===== config.mk =====
export PLATFORM = sky130hd
export DESIGN_NAME = netcdf_classic_header_parser_top
export DESIGN_NICKNAME = d
export VERILOG_FILES = /design/src/rtl/ncdf_pkg.sv /design/src/rtl/netcdf_classic_header_parser_top.sv /design/src/rtl/ncdf_out_buf.sv
export VERILOG_INCLUDE_DIRS = /design/src /design/src/rtl
export SDC_FILE = /design/constraint.sdc
export NUM_CORES = 2
export LEC_CHECK = 0
export BUFFER_PORTS_ARGS = -buffer_cell sky130_fd_sc_hd__buf_2
export CELL_PAD_IN_SITES_DETAIL_PLACEMENT = 0
export CELL_PAD_IN_SITES_GLOBAL_PLACEMENT = 1
export CORE_MARGIN = 2
export CORE_UTILIZATION = 53
export CTS_CLUSTER_SIZE = 20
export DETAILED_ROUTE_END_ITERATION = 8
export PLACE_DENSITY_LB_ADDON = 0.1
export SLEW_MARGIN = 25
export SYNTH_ARGS = -nofsm -noshare
export SYNTH_HDL_FRONTEND = slang
export SYNTH_SLANG_ARGS = --single-unit

===== constraint.sdc =====
create_clock -name clk -period 14.15 [get_ports clk]
set_input_delay 2.1225 -clock clk [delete_from_list [all_inputs] [get_ports clk]]
set_output_delay 2.1225 -clock clk [all_outputs]
set_load 0.1 [all_outputs]

===== src/rtl/assert_macros.svh =====
// Assertion helpers for the header parser.
`ifndef ASSERT_MACROS_SVH
`define ASSERT_MACROS_SVH
`ifndef SYNTHESIS
`define CHK_IMPL(label, clk, rst_n, a, c) \
	label: assert property (@(posedge clk) disable iff (!rst_n) (a) |-> (c)) \
		else $error("check failed");
`define CHK_NEXT(label, clk, rst_n, a, c) \
	label: assert property (@(posedge clk) disable iff (!rst_n) (a) |=> (c)) \
		else $error("check failed");
`else
`define CHK_IMPL(label, clk, rst_n, a, c)
`define CHK_NEXT(label, clk, rst_n, a, c)
`endif
`endif


===== src/rtl/ncdf_pkg.sv =====
package ncdf_pkg;
	localparam logic [4:0] PH_MAGIC = 5'd0;
	localparam logic [4:0] PH_NUMRECS = 5'd1;
	localparam logic [4:0] PH_DIM_TAG = 5'd2;
	localparam logic [4:0] PH_DIM_COUNT = 5'd3;
	localparam logic [4:0] PH_DIM_NONE = 5'd4;
	localparam logic [4:0] PH_NAME_LEN = 5'd5;
	localparam logic [4:0] PH_NAME_BODY = 5'd6;
	localparam logic [4:0] PH_DIM_SIZE = 5'd7;
	localparam logic [4:0] PH_ATT_TAG = 5'd8;
	localparam logic [4:0] PH_ATT_COUNT = 5'd9;
	localparam logic [4:0] PH_ATT_NONE = 5'd10;
	localparam logic [4:0] PH_ATT_TYPE = 5'd11;
	localparam logic [4:0] PH_ATT_NELEMS = 5'd12;
	localparam logic [4:0] PH_ATT_ELEM = 5'd13;
	localparam logic [4:0] PH_ATT_PAD = 5'd14;
	localparam logic [4:0] PH_VAR_TAG = 5'd15;
	localparam logic [4:0] PH_VAR_COUNT = 5'd16;
	localparam logic [4:0] PH_VAR_NONE = 5'd17;
	localparam logic [4:0] PH_VAR_NDIMS = 5'd18;
	localparam logic [4:0] PH_VAR_DIMID = 5'd19;
	localparam logic [4:0] PH_VAR_TYPE = 5'd20;
	localparam logic [4:0] PH_VAR_SIZE = 5'd21;
	localparam logic [4:0] PH_VAR_BEGIN = 5'd22;
	localparam logic [4:0] PH_DONE = 5'd23;
	localparam logic [4:0] PH_HALT = 5'd24;

	localparam logic [3:0] K_VERSION = 4'd0;
	localparam logic [3:0] K_NUMRECS = 4'd1;
	localparam logic [3:0] K_DIM_COUNT = 4'd2;
	localparam logic [3:0] K_NAME = 4'd3;
	localparam logic [3:0] K_DIM_SIZE = 4'd4;
	localparam logic [3:0] K_ATT_COUNT = 4'd5;
	localparam logic [3:0] K_ATT_TYPE = 4'd6;
	localparam logic [3:0] K_ATT_ELEM = 4'd7;
	localparam logic [3:0] K_VAR_COUNT = 4'd8;
	localparam logic [3:0] K_VAR_DIMID = 4'd9;
	localparam logic [3:0] K_VAR_TYPE = 4'd10;
	localparam logic [3:0] K_VAR_SIZE = 4'd11;
	localparam logic [3:0] K_VAR_BEGIN = 4'd12;
	localparam logic [3:0] K_DONE = 4'd13;
	localparam logic [3:0] K_ERROR = 4'd14;

	localparam logic [2:0] E_NONE = 3'd0;
	localparam logic [2:0] E_MAGIC = 3'd1;
	localparam logic [2:0] E_VERSION = 3'd2;
	localparam logic [2:0] E_DIM_TAG = 3'd3;
	localparam logic [2:0] E_ATT_TAG = 3'd4;
	localparam logic [2:0] E_VAR_TAG = 3'd5;
	localparam logic [2:0] E_TYPE = 3'd6;

	localparam logic [1:0] SC_DIM = 2'd0;
	localparam logic [1:0] SC_GATT = 2'd1;
	localparam logic [1:0] SC_VAR = 2'd2;
	localparam logic [1:0] SC_VATT = 2'd3;

	localparam logic [7:0] MAGIC_C = 8'h43;
	localparam logic [7:0] MAGIC_D = 8'h44;
	localparam logic [7:0] MAGIC_F = 8'h46;
	localparam logic [31:0] TAG_DIM = 32'h0A;
	localparam logic [31:0] TAG_ATT = 32'h0C;
	localparam logic [31:0] TAG_VAR = 32'h0B;

	typedef struct packed {
		logic [3:0]  kind;
		logic [63:0] value;
		logic [1:0]  scope;
		logic [2:0]  error_code;
	} token_t;

	// bytes per element for an attribute type
	function automatic logic [3:0] elem_size(input logic [2:0] t);
		case (t)
			3'd1, 3'd2: elem_size = 4'd1;
			3'd3: elem_size = 4'd2;
			3'd6: elem_size = 4'd8;
			default: elem_size = 4'd4;
		endcase
	endfunction
endpackage


===== src/rtl/netcdf_classic_header_parser_top.sv =====
// Header parser: takes a NetCDF classic or 64-bit-offset header one byte
// per beat and emits at most one token per byte.
// Input channel: data_byte, first with in_valid / in_stall. A beat with
// first high restarts the parse at the magic bytes.
// Output channel: kind, value, scope, error_code with out_valid /
// out_stall. Bytes that complete no field give no token.
// A token reaches the output through the input register and then the
// result buffer. Throughput: one byte per cycle while in_stall is low;
// the parse state updates once per byte in a single pass of logic between
// the input register and the result register.
// Reset clears the parse state as if a header starts with the next byte and
// empties both registers. When the receiver stalls, the result buffer holds
// up to two tokens; in_stall rises once its spare slot is taken and the
// input holds still until the receiver takes a token.
`include "assert_macros.svh"
module netcdf_classic_header_parser_top
	import ncdf_pkg::*;
#(
	parameter int COUNT_BITS = 32
) (
	input  logic        clk,
	input  logic        arst_n,
	input  logic        in_valid,
	output logic        in_stall,
	input  logic [7:0]  data_byte,
	input  logic        first,
	output logic        out_valid,
	input  logic        out_stall,
	output logic [3:0]  kind,
	output logic [63:0] value,
	output logic [1:0]  scope,
	output logic [2:0]  error_code
);
	localparam int CB = COUNT_BITS;

	// input register
	logic       v_s1;
	logic [7:0] b_s1;
	logic       f_s1;
	logic       buf_stall;
	logic       s1_go;

	assign s1_go = !v_s1 || !buf_stall;
	assign in_stall = !s1_go;

	always_ff @(posedge clk or negedge arst_n) begin
		if (!arst_n) v_s1 <= 1'b0;
		else if (s1_go) v_s1 <= in_valid;
	end
	always_ff @(posedge clk) begin
		if (s1_go && in_valid) begin
			b_s1 <= data_byte;
			f_s1 <= first;
		end
	end

	// parse state
	logic [4:0]    phase_q;
	logic [2:0]    bif_q;
	logic [63:0]   shift_q;
	logic          wide_q;
	logic [CB-1:0] dims_q, attrs_q, vars_q, vdims_q, elems_q;
	logic [1:0]    pad_q;
	logic [2:0]    etype_q;
	logic          invar_q;
	logic          stop_q;
	logic [1:0]    nscope_q;

	logic [4:0]    phase_d;
	logic [2:0]    bif_d;
	logic [63:0]   shift_d;
	logic          wide_d;
	logic [CB-1:0] dims_d, attrs_d, vars_d, vdims_d, elems_d;
	logic [1:0]    pad_d;
	logic [2:0]    etype_d;
	logic          invar_d;
	logic          stop_d;
	logic [1:0]    nscope_d;
	logic          emit;
	token_t        tok;

	// step the parse for one byte
	always_comb begin
		logic [4:0]    ph;
		logic [2:0]    bif;
		logic [63:0]   sh;
		logic [63:0]   v;
		logic [3:0]    len;
		logic          done;
		logic [CB-1:0] n;
		logic [1:0]    asc;
		logic [3:0]    esz;
		phase_d = phase_q; bif_d = bif_q; shift_d = shift_q; wide_d = wide_q;
		dims_d = dims_q; attrs_d = attrs_q; vars_d = vars_q; vdims_d = vdims_q;
		elems_d = elems_q; pad_d = pad_q; etype_d = etype_q; invar_d = invar_q;
		stop_d = stop_q; nscope_d = nscope_q;
		if (f_s1) begin
			phase_d = PH_MAGIC; bif_d = '0; shift_d = '0; wide_d = 1'b0;
			dims_d = '0; attrs_d = '0; vars_d = '0; vdims_d = '0; elems_d = '0;
			pad_d = '0; etype_d = '0; invar_d = 1'b0; stop_d = 1'b0; nscope_d = '0;
		end
		ph = phase_d;
		bif = bif_d;
		sh = {shift_d[55:0], b_s1};
		emit = 1'b0;
		tok = '{kind: K_DONE, value: '0, scope: SC_DIM, error_code: E_NONE};
		asc = invar_d ? SC_VATT : SC_GATT;
		esz = elem_size(etype_d);
		len = 4'd4;
		if (ph == PH_ATT_ELEM) len = esz;
		if (ph == PH_VAR_BEGIN && wide_d) len = 4'd8;
		done = ({1'b0, bif} + 4'd1) >= len;
		v = sh;
		n = v[CB-1:0];
		if (!(stop_d && !f_s1)) begin
			// generic field accumulate for multi-byte phases
			if (ph != PH_MAGIC && ph != PH_NAME_BODY && ph != PH_ATT_PAD &&
			    ph != PH_DONE && ph != PH_HALT) begin
				if (done) begin
					shift_d = '0;
					bif_d = '0;
				end else begin
					shift_d = sh;
					bif_d = bif + 3'd1;
				end
			end
			case (ph)
				PH_MAGIC: begin
					if (bif < 3'd3) begin
						if (b_s1 != (bif == 3'd0 ? MAGIC_C : bif == 3'd1 ? MAGIC_D : MAGIC_F))
						begin
							emit = 1'b1;
							tok = '{K_ERROR, {56'd0, b_s1}, SC_DIM, E_MAGIC};
							phase_d = PH_HALT; stop_d = 1'b1;
						end else bif_d = bif + 3'd1;
					end else begin
						bif_d = '0;
						emit = 1'b1;
						if (b_s1 != 8'd1 && b_s1 != 8'd2) begin
							tok = '{K_ERROR, {56'd0, b_s1}, SC_DIM, E_VERSION};
							phase_d = PH_HALT; stop_d = 1'b1;
						end else begin
							wide_d = (b_s1 == 8'd2);
							phase_d = PH_NUMRECS;
							tok = '{K_VERSION, {56'd0, b_s1}, SC_DIM, E_NONE};
						end
					end
				end
				PH_NUMRECS: if (done) begin
					phase_d = PH_DIM_TAG; emit = 1'b1;
					tok = '{K_NUMRECS, v, SC_DIM, E_NONE};
				end
				PH_DIM_TAG, PH_ATT_TAG, PH_VAR_TAG: if (done) begin
					if (v == {32'd0, (ph == PH_DIM_TAG ? TAG_DIM :
					    ph == PH_ATT_TAG ? TAG_ATT : TAG_VAR)})
						phase_d = ph + 5'd1;
					else if (v == 64'd0) phase_d = ph + 5'd2;
					else begin
						emit = 1'b1;
						tok = '{K_ERROR, v, SC_DIM, (ph == PH_DIM_TAG ? E_DIM_TAG :
						    ph == PH_ATT_TAG ? E_ATT_TAG : E_VAR_TAG)};
						phase_d = PH_HALT; stop_d = 1'b1;
					end
				end
				PH_DIM_COUNT, PH_DIM_NONE: if (done) begin
					if (ph == PH_DIM_NONE) n = '0;
					dims_d = n; emit = 1'b1;
					tok = '{K_DIM_COUNT, 64'(n), SC_DIM, E_NONE};
					if (n == '0) begin invar_d = 1'b0; phase_d = PH_ATT_TAG; end
					else begin nscope_d = SC_DIM; phase_d = PH_NAME_LEN; end
				end
				PH_ATT_COUNT, PH_ATT_NONE: if (done) begin
					if (ph == PH_ATT_NONE) n = '0;
					attrs_d = n; emit = 1'b1;
					tok = '{K_ATT_COUNT, 64'(n), asc, E_NONE};
					if (n == '0) phase_d = invar_d ? PH_VAR_TYPE : PH_VAR_TAG;
					else begin nscope_d = asc; phase_d = PH_NAME_LEN; end
				end
				PH_VAR_COUNT, PH_VAR_NONE: if (done) begin
					if (ph == PH_VAR_NONE) n = '0;
					vars_d = n; emit = 1'b1;
					tok = '{K_VAR_COUNT, 64'(n), SC_VAR, E_NONE};
					if (n == '0) phase_d = PH_DONE;
					else begin nscope_d = SC_VAR; phase_d = PH_NAME_LEN; end
				end
				PH_NAME_LEN: if (done) begin
					elems_d = n;
					pad_d = 2'(-n[1:0]);
					if (n == '0) begin
						phase_d = nscope_d == SC_DIM ? PH_DIM_SIZE :
						    nscope_d == SC_VAR ? PH_VAR_NDIMS : PH_ATT_TYPE;
					end else phase_d = PH_NAME_BODY;
				end
				PH_NAME_BODY: begin
					if (elems_d != '0) begin
						elems_d = elems_d - 1'b1;
						emit = 1'b1;
						tok = '{K_NAME, {56'd0, b_s1}, nscope_d, E_NONE};
						if (elems_d == '0 && pad_d == 2'd0)
							phase_d = nscope_d == SC_DIM ? PH_DIM_SIZE :
							    nscope_d == SC_VAR ? PH_VAR_NDIMS : PH_ATT_TYPE;
					end else begin
						pad_d = pad_d - 2'd1;
						if (pad_d == 2'd0)
							phase_d = nscope_d == SC_DIM ? PH_DIM_SIZE :
							    nscope_d == SC_VAR ? PH_VAR_NDIMS : PH_ATT_TYPE;
					end
				end
				PH_DIM_SIZE: if (done) begin
					dims_d = dims_d - 1'b1; emit = 1'b1;
					tok = '{K_DIM_SIZE, v, SC_DIM, E_NONE};
					if (dims_d == '0) begin invar_d = 1'b0; phase_d = PH_ATT_TAG; end
					else begin nscope_d = SC_DIM; phase_d = PH_NAME_LEN; end
				end
				PH_ATT_TYPE, PH_VAR_TYPE: if (done) begin
					emit = 1'b1;
					if (v < 64'd1 || v > 64'd6) begin
						tok = '{K_ERROR, v, SC_DIM, E_TYPE};
						phase_d = PH_HALT; stop_d = 1'b1;
					end else if (ph == PH_ATT_TYPE) begin
						etype_d = v[2:0]; phase_d = PH_ATT_NELEMS;
						tok = '{K_ATT_TYPE, v, asc, E_NONE};
					end else begin
						phase_d = PH_VAR_SIZE;
						tok = '{K_VAR_TYPE, v, SC_VAR, E_NONE};
					end
				end
				PH_ATT_NELEMS: if (done) begin
					elems_d = n;
					if (esz == 4'd1) pad_d = 2'(-n[1:0]);
					else if (esz == 4'd2) pad_d = n[0] ? 2'd2 : 2'd0;
					else pad_d = 2'd0;
					if (n == '0) begin
						attrs_d = attrs_d - 1'b1;
						if (attrs_d == '0) phase_d = invar_d ? PH_VAR_TYPE : PH_VAR_TAG;
						else begin nscope_d = asc; phase_d = PH_NAME_LEN; end
					end else phase_d = PH_ATT_ELEM;
				end
				PH_ATT_ELEM: if (done) begin
					elems_d = elems_d - 1'b1; emit = 1'b1;
					tok = '{K_ATT_ELEM, v, asc, E_NONE};
					if (elems_d == '0) begin
						if (pad_d != 2'd0) phase_d = PH_ATT_PAD;
						else begin
							attrs_d = attrs_d - 1'b1;
							if (attrs_d == '0) phase_d = invar_d ? PH_VAR_TYPE : PH_VAR_TAG;
							else begin nscope_d = asc; phase_d = PH_NAME_LEN; end
						end
					end
				end
				PH_ATT_PAD: begin
					pad_d = pad_d - 2'd1;
					if (pad_d == 2'd0) begin
						attrs_d = attrs_d - 1'b1;
						if (attrs_d == '0) phase_d = invar_d ? PH_VAR_TYPE : PH_VAR_TAG;
						else begin nscope_d = asc; phase_d = PH_NAME_LEN; end
					end
				end
				PH_VAR_NDIMS: if (done) begin
					vdims_d = n; invar_d = 1'b1;
					phase_d = (n == '0) ? PH_ATT_TAG : PH_VAR_DIMID;
				end
				PH_VAR_DIMID: if (done) begin
					vdims_d = vdims_d - 1'b1; emit = 1'b1;
					tok = '{K_VAR_DIMID, v, SC_VAR, E_NONE};
					if (vdims_d == '0) phase_d = PH_ATT_TAG;
				end
				PH_VAR_SIZE: if (done) begin
					phase_d = PH_VAR_BEGIN; emit = 1'b1;
					tok = '{K_VAR_SIZE, v, SC_VAR, E_NONE};
				end
				PH_VAR_BEGIN: if (done) begin
					vars_d = vars_d - 1'b1; invar_d = 1'b0; emit = 1'b1;
					tok = '{K_VAR_BEGIN, v, SC_VAR, E_NONE};
					if (vars_d == '0) phase_d = PH_DONE;
					else begin nscope_d = SC_VAR; phase_d = PH_NAME_LEN; end
				end
				PH_DONE: begin
					phase_d = PH_HALT; stop_d = 1'b1; emit = 1'b1;
					tok = '{K_DONE, 64'd0, SC_DIM, E_NONE};
				end
				default: begin
					phase_d = PH_HALT; stop_d = 1'b1;
				end
			endcase
		end
	end

	logic s1_fire;
	assign s1_fire = v_s1 && !buf_stall;

	// commit the state once per accepted byte
	always_ff @(posedge clk or negedge arst_n) begin
		if (!arst_n) begin
			phase_q <= PH_MAGIC; bif_q <= '0; shift_q <= '0; wide_q <= 1'b0;
			dims_q <= '0; attrs_q <= '0; vars_q <= '0; vdims_q <= '0; elems_q <= '0;
			pad_q <= '0; etype_q <= '0; invar_q <= 1'b0; stop_q <= 1'b0;
			nscope_q <= '0;
		end else if (s1_fire) begin
			phase_q <= phase_d; bif_q <= bif_d; shift_q <= shift_d; wide_q <= wide_d;
			dims_q <= dims_d; attrs_q <= attrs_d; vars_q <= vars_d; vdims_q <= vdims_d;
			elems_q <= elems_d; pad_q <= pad_d; etype_q <= etype_d; invar_q <= invar_d;
			stop_q <= stop_d; nscope_q <= nscope_d;
		end
	end

	token_t out_tok;
	ncdf_out_buf u_buf (
		.clk      (clk),
		.arst_n   (arst_n),
		.in_valid (s1_fire && emit),
		.in_tok   (tok),
		.in_stall (buf_stall),
		.out_valid(out_valid),
		.out_tok  (out_tok),
		.out_stall(out_stall)
	);

	assign kind = out_tok.kind;
	assign value = out_tok.value;
	assign scope = out_tok.scope;
	assign error_code = out_tok.error_code;

	`CHK_IMPL(a_err_code, clk, arst_n, out_valid && kind != K_ERROR, error_code == E_NONE)
	`CHK_IMPL(a_err_nz, clk, arst_n, out_valid && kind == K_ERROR, error_code != E_NONE)
	`CHK_NEXT(a_stop_halt, clk, arst_n, s1_fire && stop_d, phase_q == PH_HALT)
	`CHK_IMPL(a_bif_rng, clk, arst_n, phase_q == PH_MAGIC, bif_q <= 3'd3)
endmodule


===== src/rtl/ncdf_out_buf.sv =====
// Two-entry skid buffer for result tokens.
module ncdf_out_buf
	import ncdf_pkg::*;
(
	input  logic   clk,
	input  logic   arst_n,
	input  logic   in_valid,
	input  token_t in_tok,
	output logic   in_stall,
	output logic   out_valid,
	output token_t out_tok,
	input  logic   out_stall
);
	logic   full_q, skid_q;
	token_t main_q, skid_tok_q;

	assign in_stall = skid_q;
	assign out_valid = full_q;
	assign out_tok = main_q;

	// advance main register, park a beat in the skid slot on stall
	always_ff @(posedge clk or negedge arst_n) begin
		if (!arst_n) begin
			full_q <= 1'b0;
			skid_q <= 1'b0;
		end else begin
			if (!full_q || !out_stall) begin
				if (skid_q) begin
					full_q <= 1'b1;
					skid_q <= in_valid;
				end else begin
					full_q <= in_valid;
				end
			end else if (in_valid && !skid_q) begin
				skid_q <= 1'b1;
			end
		end
	end

	always_ff @(posedge clk) begin
		if (!full_q || !out_stall) begin
			if (skid_q) begin
				main_q <= skid_tok_q;
				if (in_valid) skid_tok_q <= in_tok;
			end else begin
				main_q <= in_tok;
			end
		end else if (in_valid && !skid_q) begin
			skid_tok_q <= in_tok;
		end
	end
endmodule

Yosys cells after proc, flatten, opt, wreduce, memory -nomap -nowiden
Cells that the tools add are included.
{"block": "op_classes", "n_eq_ne": 42, "order_cmp": 4, "n_addsub": 11, "reduce_logical": 50, "muxes": 206}
{"cell": "73-bit two-way mux", "n": 17}
{"cell": "32-bit two-way mux", "n": 38}
{"cell": "73-bit one-hot mux with 13 select lines", "n": 1}
{"cell": "32-bit zero test", "n": 9}
{"cell": "71-bit two-way mux", "n": 4}
{"cell": "64-bit two-way mux", "n": 4}
{"cell": "72-bit two-way mux", "n": 3}
{"cell": "5-bit two-way mux", "n": 40}
{"cell": "32-bit one-hot mux with 2 select lines", "n": 3}
{"cell": "32-bit by 1-bit subtractor with 32-bit output (second input constant)", "n": 5}
{"cell": "32-bit one-hot mux with 4 select lines", "n": 1}
{"cell": "32-bit one-hot mux with 3 select lines", "n": 1}
{"cell": "5-bit one-hot mux with 17 select lines", "n": 1}
{"cell": "70-bit two-way mux", "n": 1}
{"cell": "64-bit by 4-bit equality test with 1-bit output", "n": 1}
{"cell": "64-bit by 3-bit > comparator with 1-bit output (second input constant)", "n": 1}
{"cell": "64-bit zero test", "n": 1}
{"cell": "64-bit by 1-bit less-than comparator with 1-bit output (second input constant)", "n": 1}
{"cell": "2-bit two-way mux", "n": 29}
{"cell": "3-bit two-way mux", "n": 17}
{"cell": "5-bit by 4-bit equality test with 1-bit output (second input constant)", "n": 8}
{"cell": "5-bit equality test (second input constant)", "n": 8}
{"cell": "1-bit two-way mux", "n": 36}
{"cell": "32-bit nonzero test", "n": 1}
{"cell": "44 further kinds", "n": 82}
{"block": "totals", "word_cells": 340, "in_bits": 13, "out_inout_bits": 75, "ff_bits": 400}

Longest topological paths before layout
{"block": "depth", "ltp_word": 16, "ltp_mapped": 26, "mapped_depth_nobuf": 17}

Cells and area by module
Synthesis repeated with hierarchy kept, for this count alone.
{"block": "unflattened", "hier_cells": 3147, "area_unflattened_um2": 26913.3}
{"module": "netcdf_classic_header_parser_top", "seq_area_each_um2": 6150.9, "cells_per_inst": 2909, "area_each_um2": 21430.6, "instances": 1}
{"module": "ncdf_out_buf", "seq_area_each_um2": 4434.3, "cells_per_inst": 238, "area_each_um2": 5482.8, "instances": 1}

Worst setup path before layout
No wires, ideal clock.
{"block": "synth_timing", "path_kind": "register to register", "startpoint": "register f_s1", "endpoint": "register u_buf.skid_tok_q[0] in the netlist's numbering, enable pin", "period_less_slack_ns": 8.679, "setup_ns": 0.505, "arrival_time_ns": 8.174, "path_stages_with_launch": 24, "required_time_ns": 13.645, "path_slack_ns": 5.471, "n_path_buf": 11, "path_cell_list": "edfxtp_1 -> buf_2 -> clkbuf_1 -> clkbuf_1 -> clkbuf_1 -> clkbuf_1 -> clkbuf_1 -> nor2b_1 -> inv_1 -> ha_1 -> clkbuf_1 -> nand3_1 -> clkbuf_1 -> clkbuf_1 -> or2_2 -> ha_1 -> a21oi_1 -> o21ai_1 -> clkbuf_1 -> buf_1 -> o41ai_1 -> nand3_1 -> o21ai_0 -> nor2_1"}
{"block": "synth_between", "elab_chain_len": 14, "word_cells_on_any_way": 67, "classes_between": "add/sub: 1; order compare: 2; eq/ne: 27; mux: 23; reduce/logical: 14"}
{"item": "start: declaration", "line_no": "netcdf_classic_header_parser_top.sv:39", "text": "logic f_s1;"}
{"item": "start signal: assignment", "line_no": "netcdf_classic_header_parser_top.sv:53", "text": "f_s1 <= first;"}
{"item": "3-bit two-way mux", "line_no": "netcdf_classic_header_parser_top.sv:97", "text": "if (f_s1) begin"}
{"item": "3-bit by 1-bit equality test with 1-bit output / 3-bit by 2-bit equality test with 1-bit output (equally long branches)", "line_no": "ncdf_pkg.sv:73", "text": "case (t)"}
{"item": "2-bit OR reduction", "line_no": "ncdf_pkg.sv:73"}
{"item": "4-bit one-hot mux with 3 select lines", "line_no": "ncdf_pkg.sv:73"}
{"item": "4-bit two-way mux", "line_no": "netcdf_classic_header_parser_top.sv:110", "text": "if (ph == PH_ATT_ELEM) len = esz;"}
{"item": "4-bit two-way mux", "line_no": "netcdf_classic_header_parser_top.sv:111", "text": "if (ph == PH_VAR_BEGIN && wide_d) len = 4'd8;"}
{"item": "4-bit >= comparator", "line_no": "netcdf_classic_header_parser_top.sv:112", "text": "done = ({1'b0, bif} + 4'd1) >= len;"}
{"item": "1-bit two-way mux, on equally long branches"}
{"item": "1-bit one-hot mux with 5 select lines", "line_no": "netcdf_classic_header_parser_top.sv:127", "text": "case (ph)"}
{"item": "1-bit two-way mux *", "line_no": "netcdf_classic_header_parser_top.sv:115", "text": "if (!(stop_d && !f_s1)) begin"}
{"item": "1-bit logical AND *", "line_no": "netcdf_classic_header_parser_top.sv:311", "text": ".in_valid (s1_fire && emit),"}
{"item": "1-bit logical AND", "line_no": "ncdf_out_buf.sv:48", "text": "end else if (in_valid && !skid_q) begin"}
{"item": "2-bit nonzero test (no line)"}
{"item": "3-bit AND reduction (no line) *"}
{"item": "end signal: assignment", "line_no": "ncdf_out_buf.sv:44", "text": "if (in_valid) skid_tok_q <= in_tok;"}
{"item": "end signal: assignment", "line_no": "ncdf_out_buf.sv:49", "text": "skid_tok_q <= in_tok;"}
{"item": "end: declaration", "line_no": "ncdf_out_buf.sv:15", "text": "token_t main_q, skid_tok_q;"}
Mark *: on every way between the ends. The rest lies on a longest branch, timed or not.
A chain may end at the register's enable or synchronous reset.

Worst setup path after layout
{"block": "layout_timing", "startpoint": "register f_s1", "endpoint": "register phase_q[0]"}
{"block": "layout_between", "elab_chain_len": 11, "word_cells_on_any_way": 135, "classes_between": "add/sub: 8; order compare: 4; eq/ne: 30; mux: 67; reduce/logical: 26"}
{"item": "branches (longest 10 deep; another with 32-bit by 1-bit subtractor with 32-bit output)"}
{"item": "5-bit two-way mux *", "line_no": "netcdf_classic_header_parser_top.sv:115"}
{"item": "end signal: assignment", "line_no": "netcdf_classic_header_parser_top.sv:300", "text": "phase_q <= phase_d; bif_q <= bif_d; shift_q <= shift_d; wide_q <= wide_d;"}
{"item": "end: declaration", "line_no": "netcdf_classic_header_parser_top.sv:58", "text": "logic [4:0] phase_q;"}
Every way passes the cells marked *. The select of a mux whose other input is x is not followed.

==> summary.txt <==
CTS
  • Clk buf depth: 3
  • Setup Buffers After CTS: 0
  • CTS clk-pin slew, worst paths: 0.06 ns
  • Resize count post-CTS: 0
  • Hold Buf Count CTS: 0
  • CTS sink count: 392
  • CTS tree: done
  • Root Driver: clkbuf_16
  • TritonCTS Buffers: 45
  • # H-tree levels: 2
  • Clk_lat worst skew: 0.60 ns

STA
  • FMAX: 140 MHz
  • Relative slew slack: 18.9%
  • Final setup fails: 0
  • Fin crit share: 50.4%
  • Fin. Hold Viols: 0
  • Setup Skew: 0.0282 ns
  • Slew @ Worst Pin: 1.20 ns
  • RSZ-0062 raised after global routing: no
  • Final Critical Period: 7.14 ns
  • Slew Limit Fails: 0
  • Setup TNS: 0 ns

Critical path
  • Required time worst endpoint: 14.63 ns
  • Delay-heaviest family, CP: buffers and inverters
  • Worst path bufs/invs: 6
  • Setup CP Type: reg2reg
  • Slowest CP cell: ha_1
  • Critical path, cell by cell: buf_4 > buf_12 > nor2b_1 > inv_1 > ha_1 > nand2_1 > nor2_1 > buf_4 > nand2_1 > o31a_1 > ha_1 > nand2_1 > o21ai_4 > buf_4 > buf_4 > o2111ai_1 > nor4_1 > and4b_1 > o21ai_0 > a221o_1 > a221o_1 > a22o_1
  • Worst setup SP type: flop
  • CP arrival: 7.62 ns
  • CP most frequent cell: buf_4
  • Worst Setup End Kind: flop
  • Crit path largest cell delay: 0.64 ns
  • CP max FO: 145

Global routing
  • Total grt overflow: 0
  • GRT Util Overall: 40.0%
  • Vias in the first global route: 25500
  • First-pass GRT wire length: 162000 microns
  • Number of antenna violations at the first check in global routing: 6
  • Largest net degree at the start of global routing: 146

Die
  • Die Wd: 229 microns
  • Core ar.: 50000 sq um
  • Die Ht: 229 microns
  • Die footprint: 52200 sq um
  • Initial core utilization: 53.5%
  • I/O pin count: 88
  • Row cnt: 82

Routing
  • Routed via count: 27100
  • Routed Antenna Nets: 0
  • Detailed Route Iter0 Violations: 4256
  • Post-route DRC: 0
  • Pre-antenna DRT Iters: 9
  • Vias/cell: 7.17
  • WL per Instance: 28.3 microns
  • Drt total wl: 107000 microns

Synth
  • Post-synth top area cell: dfrtp_1
  • Synth warn: 0
  • Post-Synthesis Cell Area: 26700 sq um
  • Yosys reg bits: 392
  • Post-synth EDFFs: 155
  • Dominant cells by area after synthesis: dfrtp_1 22%, edfxtp_1 17%, o21ai_0 5.6%
  • Share of the synthesized area in the top cell type: 22.2%
  • Synth Instances: 3148
  • Fraction of the yosys area taken by sequential cells: 39.6%
  • Synth unique cells: 97
  • FFs w/ async S/R, synth: 60.5%
  • Syn_nets: 3188
  • Synth Flop Type: dfrtp_1
  • Average size of a mapped cell: 8.49 sq um

Hold path
  • HP Class: reg2reg

Finish
  • Commonest non-fill, non-tap cells in the layout: 366 x nand2_1, 298 x o21ai_0, 236 x dfrtp_1
  • Filler cells: 4503
  • Final #Nets: 3110
  • Share of layout cells above drive strength 1: 11.5%
  • Area grow syn2layout: 8.32%
  • Most common cell after layout, fill and taps aside: nand2_1

Power
  • Tot Pwr: 3.44 mW
  • PD cells: 119 nW/um^2
  • Maximum VDD drop: 0.000102 V
  • Leakage power: 11.6 nW

Place
  • RePlAce Congestion: 1.05
  • IO Port Bufs: 87
  • Half-perimeter wire length after placement: 71300 microns

Outcome
  • Run status: finished clean

Run
  • Max-cap violation count: 0
## final timing paths
| check | from | endpoint | slack [ns] | depth (start not counted) |
|---|---|---|---|---|
| max | f_s1 | phase_q[0] | 7.01 | 22 |
| min | vars_q[31] | vars_q[31] | 0.50 | 2 |
| max reg2reg | f_s1 | phase_q[0] | 7.01 | 22 |
| min reg2reg | vars_q[31] | vars_q[31] | 0.50 | 2 |
| max in group asynchronous | arst_n | dims_q[14] | 11.20 | 2 |
| min in group asynchronous | arst_n | shift_q[48] | 1.57 | 1 |
## cell usage after synthesis (all sizes together), types with 15 or more instances
library cell / n
nand2: 369
o21ai: 312
dfrtp: 237
clkbuf: 234
nor2: 231
a21oi: 197
edfxtp: 155
nor3: 109
nor4: 102
a22oi: 96
nand3: 76
a22o: 64
and2: 60
mux2: 60
o22ai: 53
inv: 48
o31ai: 48
xnor2: 45
buf: 42
a31oi: 39
nor2b: 39
or4: 36
nand4: 33
ha: 27
o211ai: 27
or3: 27
or2: 22
xor2: 22
a21o: 20
and3: 20
nand2b: 18
a211oi: 17
o21a: 16
nor4b: 15
## tightest hold or removal path, delay by kind of cell (launching register included)
| kind | cells | cell delay, ns |
|---|---|---|
| flops | 1 | 0.35 |
| simple gates | 2 | 0.11 |
## area by class of cell
type	instances	area [sq um]	area share (%)
timing repair buffer	151	955	3.30
inverter	52	198	0.683
antenna	5	12.5	0.0432
sequential	392	10600	36.6
multi-input combinational	2428	14800	51.3
clock buffer	65	1300	4.50
clock inverter	16	200	0.692
tap	672	841	2.90
## where the power goes
part	switching, mW	internal (mW)
sequential	0.113	1.26
combinational	0.679	0.177
clock	0.507	0.698
total	1.30	2.14
## cells by family (layout without fill, tap and decap cells)
| logic type | count (synthesis) | count (layout) | synth area share [%] |
|---|---|---|---|
| AO/OA/AOI/OAI | 1067 | 1067 | 26.2 |
| AND/OR/NAND/NOR | 1195 | 1195 | 22.6 |
| multiplexers | 72 | 72 | 2.98 |
| buffers and inverters | 328 | 284 | 5.23 |
| flip-flops | 392 | 392 | 39.6 |
| other | 0 | 5 | 0 |
| XOR/XNOR | 67 | 67 | 2.20 |
| adder cells (fa/ha/maj) | 27 | 27 | 1.26 |
## flip-flops by register name, summed over array words and instances, names as in the netlist, 3 cells and up
| signal | cells |
|---|---|
| b_s1 | 8 |
| attrs_q | 32 |
| vdims_q | 32 |
| shift_q | 56 |
| u_buf.out_tok | 73 |
| bif_q | 3 |
| elems_q | 32 |
| vars_q | 32 |
| etype_q | 3 |
| u_buf.skid_tok_q | 73 |
| phase_q | 5 |
| dims_q | 32 |
## metrics by stage
step	area [sq um]	utilization (%)	setup WS, ns	std cells	hold slack (ns)
after floorplan	26700	-	5.47	3148	0.466
after global placement	27400	54.8	7.52	3695	0.485
after detailed placement	27400	54.9	7.27	3695	0.483
after CTS	28900	57.9	7.27	3776	0.499
after global routing	28900	57.9	6.86	3777	0.520
final	28900	57.9	7.01	3781	0.495
## per-layer routing
layer | wire, microns | track usage [%] | vias to the layer above
li1 | - | - | 11800
met1 | 42600 | 54.5 | 13200
met2 | 46000 | 58.8 | 1794
met3 | 12200 | 9.66 | 366
met4 | 6270 | 21.5 | 2
met5 | 13 | 0 | -
Note: power is estimated with default switching activity, not from simulation.
